**src/rtl/nec_ir_edge_decoder_macros.svh**
```systemverilog
// ----------------------------------------------------------------------------
// nec_ir_edge_decoder_macros
// Assertion macros for the infrared edge decoder; empty in synthesis.
// ----------------------------------------------------------------------------
`ifndef NEC_IR_EDGE_DECODER_MACROS_SVH
`define NEC_IR_EDGE_DECODER_MACROS_SVH

`ifndef SYNTHESIS

// antecedent implies consequent in the same cycle
`define NECIR_ASSERT_IMP(label, clk, rst, ante, cons, msg) \
   label: assert property (@(posedge clk) disable iff (rst) (ante) |-> (cons)) \
      else $error(msg);

// antecedent implies consequent in the next cycle
`define NECIR_ASSERT_NEXT(label, clk, rst, ante, cons, msg) \
   label: assert property (@(posedge clk) disable iff (rst) (ante) |=> (cons)) \
      else $error(msg);

`else

`define NECIR_ASSERT_IMP(label, clk, rst, ante, cons, msg)
`define NECIR_ASSERT_NEXT(label, clk, rst, ante, cons, msg)

`endif

`endif

```
**src/rtl/necir_pkg.sv**
```systemverilog
// ----------------------------------------------------------------------------
// necir_pkg
// Shared constants and types of the infrared edge decoder.
// ----------------------------------------------------------------------------
`timescale 1ns / 1ps

package necir_pkg;

   // default configuration
   localparam int FRAME_BITS_DEFAULT = 32;
   localparam int TIME_WIDTH_DEFAULT = 16;

   // port widths
   localparam int ELAPSED_BITS = 16;
   localparam int KEY_BITS     = 32;

   // leader mark that restarts the decoder, inclusive window
   localparam logic [15:0] LONG_MARK_MIN = 16'd7000;
   localparam logic [15:0] LONG_MARK_MAX = 16'd11000;

   // leader space windows while idle, open windows
   localparam logic [15:0] START_SPACE_LO  = 16'd4000;
   localparam logic [15:0] START_SPACE_HI  = 16'd5000;
   localparam logic [15:0] REPEAT_SPACE_LO = 16'd2000;
   localparam logic [15:0] REPEAT_SPACE_HI = 16'd2500;

   // nominal leader check for a press, open windows
   localparam logic [15:0] NOM_MARK_LO  = 16'd8700;
   localparam logic [15:0] NOM_MARK_HI  = 16'd9300;
   localparam logic [15:0] NOM_SPACE_LO = 16'd4200;
   localparam logic [15:0] NOM_SPACE_HI = 16'd4800;

   // data space limits
   localparam logic [15:0] BIT_SPACE_MIN = 16'd360;
   localparam logic [15:0] BIT_ONE_ABOVE = 16'd1480;
   localparam logic [15:0] BIT_SPACE_MAX = 16'd1880;

   // timing classes of one edge interval
   typedef struct packed {
      logic long_mark;     // 7000 to 11000
      logic mark_nominal;  // leader mark near 9000
      logic space_nominal; // leader space near 4500
      logic start_space;   // frame start leader space
      logic repeat_space;  // repeat leader space
      logic bit_one;       // data space coding a one
      logic bit_bad;       // data space out of range
   } timing_type;

endpackage

```
**src/rtl/necir_timing.sv**
```systemverilog
// ----------------------------------------------------------------------------
// necir_timing
// Compares one edge interval against all timing windows of the protocol.
// ----------------------------------------------------------------------------
`timescale 1ns / 1ps

module necir_timing #(
   parameter int TIME_BITS = 16
) (
   input  logic [TIME_BITS-1:0] interval,
   output necir_pkg::timing_type timing
);

   logic [15:0] t;

   assign t = 16'(interval);

   // window compares
   always_comb begin
      timing.long_mark     = (t >= necir_pkg::LONG_MARK_MIN) && (t <= necir_pkg::LONG_MARK_MAX);
      timing.mark_nominal  = (t > necir_pkg::NOM_MARK_LO) && (t < necir_pkg::NOM_MARK_HI);
      timing.space_nominal = (t > necir_pkg::NOM_SPACE_LO) && (t < necir_pkg::NOM_SPACE_HI);
      timing.start_space   = (t > necir_pkg::START_SPACE_LO) && (t < necir_pkg::START_SPACE_HI);
      timing.repeat_space  = (t > necir_pkg::REPEAT_SPACE_LO) && (t < necir_pkg::REPEAT_SPACE_HI);
      timing.bit_bad       = (t < necir_pkg::BIT_SPACE_MIN) || (t > necir_pkg::BIT_SPACE_MAX);
      timing.bit_one       = (t > necir_pkg::BIT_ONE_ABOVE) && (t <= necir_pkg::BIT_SPACE_MAX);
   end

endmodule

```
**src/rtl/nec_ir_edge_decoder.sv**
```systemverilog
// ----------------------------------------------------------------------------
// nec_ir_edge_decoder
// Edge-driven decoder for NEC infrared remote frames.
// ----------------------------------------------------------------------------
// Usage:
//   req channel: one beat per edge of the demodulated receiver line;
//     req_edge_rising is 1 when a mark ends, 0 when a space ends, and
//     req_elapsed_us is the time since the previous edge.
//   rsp channel: zero or one beat per edge; rsp_key_code carries the frame
//     (first received bit in bit zero) and rsp_key_repeat is 1 for a repeat
//     code carrying the last good key.
//   Path: a beat is held in the input register and decoded into the
//     result register once that register is free or being read, so a
//     result is registered after its edge was accepted.
//   Throughput: one edge per cycle while rsp is not stalled; the decode is one pass of window
//     compares and a one-bit shift between the two registers.
//   Stall: while a result waits on rsp_ready, one more edge is taken into
//     the input register, after which req_ready drops until rsp is free.
//   Reset: clears the frame state, the last key (a repeat before any press
//     returns zero) and both registers' valid flags.
// ----------------------------------------------------------------------------
`timescale 1ns / 1ps
`include "nec_ir_edge_decoder_macros.svh"

module nec_ir_edge_decoder #(
   parameter int FRAME_BITS = necir_pkg::FRAME_BITS_DEFAULT,
   parameter int TIME_WIDTH = necir_pkg::TIME_WIDTH_DEFAULT
) (
   input  logic                               clock,
   input  logic                               reset,
   input  logic                               req_valid,
   output logic                               req_ready,
   input  logic                               req_edge_rising,
   input  logic [necir_pkg::ELAPSED_BITS-1:0] req_elapsed_us,
   output logic                               rsp_valid,
   input  logic                               rsp_ready,
   output logic [necir_pkg::KEY_BITS-1:0]     rsp_key_code,
   output logic                               rsp_key_repeat
);

   localparam int TimeBits  = (TIME_WIDTH < necir_pkg::ELAPSED_BITS) ?
                              TIME_WIDTH : necir_pkg::ELAPSED_BITS;
   localparam int CountBits = $clog2(FRAME_BITS + 1);

   // input register
   logic                  in_valid_ff, in_valid_in;
   logic                  in_rising_ff;
   logic [TimeBits-1:0]   in_time_ff;

   // frame state
   logic [CountBits-1:0]  sym_ff, sym_in;
   logic                  mark_ok_ff, mark_ok_in;
   logic                  space_ok_ff, space_ok_in;
   logic [FRAME_BITS-1:0] shift_ff, shift_in;
   logic                  bad_ff, bad_in;
   logic [FRAME_BITS-1:0] last_key_ff, last_key_in;

   // result register
   logic                  out_valid_ff, out_valid_in;
   logic [FRAME_BITS-1:0] out_key_ff, out_key_in;
   logic                  out_repeat_ff, out_repeat_in;

   logic                  advance;
   logic                  emit;
   logic                  frame_done;
   necir_pkg::timing_type timing;

   // handshake
   assign advance   = in_valid_ff && (!out_valid_ff || rsp_ready);
   assign req_ready = !in_valid_ff || advance;

   assign rsp_valid      = out_valid_ff;
   assign rsp_key_code   = necir_pkg::KEY_BITS'(out_key_ff);
   assign rsp_key_repeat = out_repeat_ff;

   // window compares on the held interval
   necir_timing #(
      .TIME_BITS(TimeBits)
   ) u_timing (
      .interval(in_time_ff),
      .timing  (timing)
   );

   assign frame_done = (sym_ff == CountBits'(FRAME_BITS));

   // decode of one edge against the frame state
   always_comb begin
      sym_in        = sym_ff;
      mark_ok_in    = mark_ok_ff;
      space_ok_in   = space_ok_ff;
      shift_in      = shift_ff;
      bad_in        = bad_ff;
      last_key_in   = last_key_ff;
      emit          = 1'b0;
      out_key_in    = out_key_ff;
      out_repeat_in = out_repeat_ff;
      if (advance) begin
         if (in_rising_ff) begin
            // end of a mark
            if (timing.long_mark) begin
               mark_ok_in = timing.mark_nominal;
               sym_in     = '0;
            end else if (sym_ff == '0) begin
               mark_ok_in = timing.mark_nominal;
            end
         end else if (sym_ff == '0) begin
            // leader space while idle
            space_ok_in = timing.space_nominal;
            if (timing.start_space) begin
               sym_in   = CountBits'(1);
               shift_in = '0;
               bad_in   = 1'b0;
            end else if (timing.repeat_space) begin
               emit          = 1'b1;
               out_key_in    = last_key_ff;
               out_repeat_in = 1'b1;
            end
         end else begin
            // data space
            bad_in   = bad_ff || timing.bit_bad;
            shift_in = {timing.bit_one, shift_ff[FRAME_BITS-1:1]};
            sym_in   = sym_ff + CountBits'(1);
            if (frame_done) begin
               sym_in = '0;
               if (!bad_in && mark_ok_ff && space_ok_ff) begin
                  last_key_in   = shift_in;
                  emit          = 1'b1;
                  out_key_in    = shift_in;
                  out_repeat_in = 1'b0;
               end
            end
         end
      end
   end

   // valid flags of both registers
   always_comb begin
      in_valid_in = in_valid_ff;
      if (req_valid && req_ready) begin
         in_valid_in = 1'b1;
      end else if (advance) begin
         in_valid_in = 1'b0;
      end
      out_valid_in = out_valid_ff;
      if (emit) begin
         out_valid_in = 1'b1;
      end else if (rsp_ready) begin
         out_valid_in = 1'b0;
      end
   end

   // control and state registers
   always_ff @(posedge clock) begin
      if (reset) begin
         in_valid_ff  <= 1'b0;
         out_valid_ff <= 1'b0;
         sym_ff       <= '0;
         mark_ok_ff   <= 1'b0;
         space_ok_ff  <= 1'b0;
         shift_ff     <= '0;
         bad_ff       <= 1'b0;
         last_key_ff  <= '0;
      end else begin
         in_valid_ff  <= in_valid_in;
         out_valid_ff <= out_valid_in;
         sym_ff       <= sym_in;
         mark_ok_ff   <= mark_ok_in;
         space_ok_ff  <= space_ok_in;
         shift_ff     <= shift_in;
         bad_ff       <= bad_in;
         last_key_ff  <= last_key_in;
      end
   end

   // payload registers
   always_ff @(posedge clock) begin
      if (req_valid && req_ready) begin
         in_rising_ff <= req_edge_rising;
         in_time_ff   <= req_elapsed_us[TimeBits-1:0];
      end
      out_key_ff    <= out_key_in;
      out_repeat_ff <= out_repeat_in;
   end

   // checks
   `NECIR_ASSERT_IMP(a_sym_range, clock, reset, 1'b1,
      sym_ff <= CountBits'(FRAME_BITS), "symbol count beyond frame length")
   `NECIR_ASSERT_IMP(a_repeat_idle, clock, reset, emit && out_repeat_in,
      sym_ff == '0, "repeat result outside idle")
   `NECIR_ASSERT_NEXT(a_press_key, clock, reset, emit && !out_repeat_in,
      rsp_valid && (rsp_key_code == necir_pkg::KEY_BITS'(last_key_ff)),
      "press result does not match last key")
   `NECIR_ASSERT_IMP(a_stall_full, clock, reset, !req_ready,
      in_valid_ff && out_valid_ff && !rsp_ready, "input stalled without cause")
   `NECIR_ASSERT_IMP(a_emit_free, clock, reset, emit,
      !out_valid_ff || rsp_ready, "result loaded over a waiting result")

endmodule

```
**config.mk**
```make
export PLATFORM = sky130hd
export DESIGN_NAME = nec_ir_edge_decoder
export DESIGN_NICKNAME = d
export VERILOG_FILES = /design/src/rtl/necir_pkg.sv /design/src/rtl/necir_timing.sv /design/src/rtl/nec_ir_edge_decoder.sv
export VERILOG_INCLUDE_DIRS = /design/src /design/src/rtl
export SDC_FILE = /design/constraint.sdc
export NUM_CORES = 1
export LEC_CHECK = 0
export CAP_MARGIN = 10
export CORE_UTILIZATION = 57
export CTS_CLUSTER_DIAMETER = 80
export DETAILED_ROUTE_END_ITERATION = 10
export DONT_BUFFER_PORTS = 1
export PLACE_DENSITY = 0.75
export SLEW_MARGIN = 20
export SYNTH_ARGS = -nofsm -noshare
export SYNTH_HDL_FRONTEND = slang
export SYNTH_SLANG_ARGS = --single-unit
export TNS_END_PERCENT = 5
```
**constraint.sdc**
```tcl
create_clock -name clock -period 2.71 [get_ports clock]
set_input_delay 0.271 -clock clock [delete_from_list [all_inputs] [get_ports clock]]
set_output_delay 0.271 -clock clock [all_outputs]
set_load 0.01 [all_outputs]
```
=== Word level (Yosys, flattened, before mapping) ===
Cells that the tools add are included.

* Register bits after elaboration: 125
* Input bits: 21

* $add $sub $neg: 1
* Order comparisons: 14
* Equality and inequality tests: 6
* Multiplexer cells: 32
* Bitwise logic cells: 2
* Reduce and logical (&&, ||, !) cells: 29

{| class="wikitable"
|+ Operator list
! operator !! number
|-
| 32-bit two-way mux || 7
|-
| 16-bit by 11-bit greater-than comparator with 1-bit output, second input constant || 3
|-
| 16-bit by 13-bit less-than comparator with 1-bit output, second input constant || 2
|-
| 6-bit two-way mux || 5
|-
| 1-bit two-way mux || 20
|-
| 16-bit by 13-bit >= comparator with 1-bit output, second input constant || 1
|-
| 16-bit by 12-bit greater-than comparator with 1-bit output, second input constant || 1
|-
| 16-bit by 13-bit greater-than comparator with 1-bit output, second input constant || 1
|-
| 16-bit by 14-bit greater-than comparator with 1-bit output, second input constant || 1
|-
| 16-bit by 11-bit less-or-equal comparator with 1-bit output, second input constant || 1
|-
| 16-bit by 14-bit less-or-equal comparator with 1-bit output, second input constant || 1
|-
| 16-bit by 12-bit less-than comparator with 1-bit output, second input constant || 1
|-
| 16-bit by 14-bit less-than comparator with 1-bit output, second input constant || 1
|-
| 16-bit by 9-bit less-than comparator with 1-bit output, second input constant || 1
|-
| 3-bit AND reduction || 4
|-
| 1-bit logical AND || 10
|-
| 2-bit nonzero test || 5
|-
| 6-bit by 1-bit adder with 6-bit output, second input constant || 1
|-
| 6-bit == test, second input constant || 1
|-
| 6-bit zero test || 1
|-
| 2-bit != test, second input constant || 3
|-
| 6-bit AND reduction || 1
|-
| 5-bit AND reduction || 1
|-
| 1-bit logical OR || 4
|-
| other kinds (4) || 7
|}

=== Logic depth before layout (Yosys ltp) ===
* Depth in word-level cells: 12
* Gate-level depth with buffers: 12
* Mapped depth without buffers: 9

=== By module ===
Synthesis repeated with hierarchy kept, for this count alone.

* Cell total of the unflattened synthesis: 531
* Area total of the unflattened synthesis: 5235.0 µm²

{| class="wikitable"
|+ By module, submodules not included
! module !! instances !! cells each !! area an instance (µm²) !! seq. area each (µm²)
|-
| nec_ir_edge_decoder || 1 || 458 || 4778.3 || 2982.9
|-
| necir_timing || 1 || 73 || 456.7 || 0.0
|}

=== Worst setup path after synthesis ===
No wires, ideal clock.

* Path kind: register to register
* Start: reg sym_ff[0]
* End: reg out_key_ff[0] (netlist: rsp_key_code[0]) (enable)
* Arrival: 2.367 ns
* Data required time: 2.322 ns
* Path slack: -0.045 ns
* Stages on the path, launching flop included: 11
* Buffers on the path: 1
* Path through: dfxtp_1 inv_1 ha_1 nor4b_1 nand2b_1 clkbuf_1 inv_2 nand3_1 a211oi_1 o21ai_1 inv_1

* Longest elaborated chain between the ends: 3
* Elaborated cells between the ends (all ways): 7
* Classes of those cells: eq/ne (3); reduce/logical (4)

{| class="wikitable"
|+ Ends and longest elaborated chain
! element !! line !! RTL
|-
| from (decl) || nec_ir_edge_decoder.sv:51 || <nowiki>logic [CountBits-1:0] sym_ff, sym_in;</nowiki>
|-
| from (signal assigned) || nec_ir_edge_decoder.sv:166 || <nowiki>sym_ff <= sym_in;</nowiki>
|-
| 6-bit zero test or 6-bit == test (tied branches) || nec_ir_edge_decoder.sv:106, nec_ir_edge_decoder.sv:84 ||
|-
| 2-bit != test (no source line) or 2-bit nonzero test (tied branches) || n/a ||
|-
| 6-bit AND reduction (no source line) (*) || n/a ||
|-
| to (signal assigned) || nec_ir_edge_decoder.sv:181 || <nowiki>out_key_ff <= out_key_in;</nowiki>
|-
| to (decl) || nec_ir_edge_decoder.sv:60 || <nowiki>logic [FRAME_BITS-1:0] out_key_ff, out_key_in;</nowiki>
|}

Every way passes the cells marked *; elsewhere a longest branch is shown, timed or not.
A chain may end at the register's enable or synchronous reset.

=== Final worst setup path ===
* Start: reg in_time_ff[12]
* End: reg out_key_ff[31] (netlist: rsp_key_code[31]) (enable)

* Longest elaborated chain between the ends: 8
* Elaborated cells between the ends (all ways): 17
* Classes of those cells: order compare (6); eq/ne (2); reduce/logical (9)

{| class="wikitable"
|+ Ends and longest elaborated chain
! element !! line !! RTL
|-
| from (decl) || nec_ir_edge_decoder.sv:48 || <nowiki>logic [TimeBits-1:0] in_time_ff;</nowiki>
|-
| from (signal assigned) || nec_ir_edge_decoder.sv:179 || <nowiki>in_time_ff <= req_elapsed_us[TimeBits-1:0];</nowiki>
|-
| 16-bit by 9-bit less-than comparator with 1-bit output or 16-bit by 11-bit greater-than comparator with 1-bit output (tied branches) || necir_timing.sv:25 || <nowiki>timing.bit_bad = (t < necir_pkg::BIT_SPACE_MIN) || (t > necir_pkg::BIT_SPACE_MAX);</nowiki>
|-
| 1-bit logical OR || necir_timing.sv:25 ||
|-
| 1-bit logical OR || nec_ir_edge_decoder.sv:120 || <nowiki>bad_in = bad_ff || timing.bit_bad;</nowiki>
|-
| 1-bit zero test || nec_ir_edge_decoder.sv:125 || <nowiki>if (!bad_in && mark_ok_ff && space_ok_ff) begin</nowiki>
|-
| 1-bit logical AND (2 in series) || nec_ir_edge_decoder.sv:125 ||
|-
| 2-bit nonzero test (no source line) || n/a ||
|-
| 6-bit AND reduction (no source line) (*) || n/a ||
|}

Marks and branches as above.

==> flow_metrics.env <==
export IMPL_fp_dieW_um=96.70
export IMPL_antenna_cells=0
export IMPL_syn_nets=542
export IMPL_clkTransAtPathRegs_ns=0.06
export IMPL_avgSynthCellArea_um2=9.848
export IMPL_routabilityCongestion=0.8792
export IMPL_grt_pass1_vias=3679
export IMPL_die_area_um2=9350
export IMPL_maxCapViolCount=0
export IMPL_cts_setup_buffers=0
export IMPL_grt_pass1_wl_mm=17.73
export IMPL_nets=556
export IMPL_crit_end="rsp_key_code[31]"
export IMPL_numCtsBuffers=17
export IMPL_hp_class="in2reg"
export IMPL_crit_required_ns=2.96
export IMPL_dpl_hpwl_mm=5.881
export IMPL_setup_viol_count_final=0
export IMPL_synth_edff_count=50
export IMPL_core_um2=8721
export IMPL_rr_endpoint="rsp_key_code[31]"
export IMPL_vdd_ir_drop_max_uv=465.2
export IMPL_grt_usage_pct=23.78
export IMPL_status="complete, no violations"
export IMPL_p_clk_share_pct=51.9
export IMPL_antenna_found_initial=0
export IMPL_reg2reg_slack_ns=0.16
export IMPL_drv_slew=0
export IMPL_p_int_w=0.003510
export IMPL_vias=3833
export IMPL_htree_levels=4
export IMPL_startpoint="in_time_ff[12]"
export IMPL_r2r_start="in_time_ff[12]"
export IMPL_gr_total_overflow=0
export IMPL_hold_start="rsp_ready"
export IMPL_power_density_nw_per_um2=727.3
export IMPL_clk_root_buffer_cell="clkbuf_8"
export IMPL_avgRoutedWirePerCell_um=16.07
export IMPL_netSwitchingFraction_pct=20.18
export IMPL_viasPerCell=5.861
export IMPL_p_leak_nw=2.531
export IMPL_fillers=605
export IMPL_cts_tree="yes"
export IMPL_syn_area_um2=5111
export IMPL_drive_above_1_share_pct=10.07
export IMPL_rsz0062_at_grt="false"
export IMPL_postSynth_asyncResetShare_pct=0
export IMPL_tightestPinTransition_ns=0.6924
export IMPL_clk_path_buf_depth=2
export IMPL_fin_ws_ns=0.1602
export IMPL_ios=56
export IMPL_power_frac_seq_pct=45.2
export IMPL_clkSinkCount=124
export IMPL_path_max_fanout=33
export IMPL_layout_common_cells="nand2_1, dfxtp_1, nor2_1, edfxtp_1, mux2i_1"
export IMPL_clock_skew_ns=0.01662
export IMPL_crit_path_end_kind="flop"
export IMPL_fin_crit_ns=2.550
export IMPL_die_h_um=96.70
export IMPL_p_switching_w=0.0008876
export IMPL_comb_power_share_pct=2.9
export IMPL_synth_cell_types=48
export IMPL_post_route_period_util_pct=94.09
export IMPL_ant_nets=0
export IMPL_final_area_um2=6047
export IMPL_critPathKind="reg2reg"
export IMPL_area_growth_pct=18.31
export IMPL_port_buffers=0
export IMPL_synth_yosys_seq_area_share_pct=58.36
export IMPL_final_common_cell="nand2_1"
export IMPL_worstSkewPairLatency_ns=0.52
export IMPL_route_detailed_drc=0
export IMPL_relSlewSlack_pct=53.84
export IMPL_drt_pass1_iter_count=5
export IMPL_worstSetupStartpointType="flop"
export IMPL_initial_utilization_pct=58.61
export IMPL_hold_viol=0
export IMPL_fmax_mhz=392.2
export IMPL_cp_arrival_ns=2.80
export IMPL_dpl_cell_area_um2=5221
export IMPL_reg2regPathDepth=7
export IMPL_synth_warnings=0
export IMPL_pre_cts_slack_ns=0.1973
export IMPL_finalWirelength_mm=10.51
export IMPL_rows=34
export IMPL_finalSetupTns_ns=0
export IMPL_grt_max_degree=75
export IMPL_ys_ff_latch=124
export IMPL_ys_flop_type="dfxtp_1"
export IMPL_drt_initial_drc_count=165
export IMPL_syn_inst=519
-- cell usage after synthesis (all sizes together), types with 5 or more instances --
master,count,area (um2)
and3,5,31.28
a21oi,14,70.07
o21ai,7,35.03
nand2b,6,37.54
nand4,6,37.54
nand2,104,390.4
mux2i,31,310.3
a22oi,30,225.2
clkbuf,28,105.1
nor2,73,274.0
dfxtp,74,1481
nor3,8,40.04
buf,9,43.79
edfxtp,50,1501
or4,6,52.55
nand3,17,90.09
inv,6,22.52
-- registers in the layout (all words and copies together) (netlist names) --
signal and flops:
bad_ff 1, in_rising_ff 1, in_time_ff 16, in_valid_ff 1, last_key_ff 32, mark_ok_ff 1
rsp_key_code 32, rsp_key_repeat 1, rsp_valid 1, shift_ff 31, space_ok_ff 1, sym_ff 6
-- routing by layer --
layer,share of wire [%],track usage (%)
met1,43,29.82
met2,50,37.70
met3,5.3,7.587
met4,1.8,10.56
met5,0,0
-- kinds of logic after synthesis --
logic type	after synthesis	synth area share [%]
mux	31	6.071
compound gates	71	9.694
simple gates	248	22.03
fa+ha+maj	2	0.4895
buf+inv	43	3.354
flops	124	58.36
-- power by group through the flow --
| stage | registers [W] | logic (W) | clock network, W |
|---|---|---|---|
| floorplan | 0.00201 | 0.0000911 | 0 |
| global placement | 0.00203 | 0.0000800 | 0 |
| detailed placement | 0.00203 | 0.0000811 | 0 |
| CTS | 0.00199 | 0.000124 | 0.00231 |
| global route | 0.00199 | 0.000136 | 0.00240 |
| finish | 0.00199 | 0.000126 | 0.00228 |
-- final cells by class --
cell class / count / area [um2] / area share (%)
clock buffer: 22 / 473.0 / 7.821
clock inverter: 10 / 135.1 / 2.235
inverter: 6 / 26.28 / 0.4345
multi-input combinational: 352 / 1962 / 32.44
sequential: 124 / 2983 / 49.33
tap: 108 / 135.1 / 2.235
timing repair buffer: 32 / 332.8 / 5.504
-- worst min-delay path by stage --
stage                                  to  cells past startpoint  slack (ns)
after floorplan              in_rising_ff                      0        0.37
after global placement    last_key_ff[31]                      1        0.35
after detailed placement     shift_ff[31]                      1        0.36
after CTS                       rsp_valid                      2        0.02
after global routing            rsp_valid                      2        0.05
final                         in_valid_ff                      3        0.05
-- critical path: stages (launching register included) --
cell,delay [ns]
edfxtp_1,0.42
or4_4,0.58
or4_4,0.43
o211ai_2,0.09
a211oi_1,0.10
o21ai_1,0.28
clkinvlp_4,0.17
buf_12,0.18
-- per-stage QoR --
step | std cells | power, W | hold slack, ns | utilization [%]
finish | 654 | 0.004398 | 0.04742 | 69.34
global route | 654 | 0.004533 | 0.04664 | 69.34
CTS | 654 | 0.004418 | 0.02226 | 69.34
detailed placement | 602 | 0.002109 | 0.3558 | 59.87
global placement | 602 | 0.002107 | 0.3518 | 59.87
floorplan | 519 | 0.002097 | 0.3699 | -
-- what timing repair did --
item / 4_1_cts / 5_1_grt
gates resized for setup: 0 / 0
endpoints found under the hold margin: 90 / 0
hold buffers: 20 / 0
No activity file was read; power rests on OpenSTA's default activity.
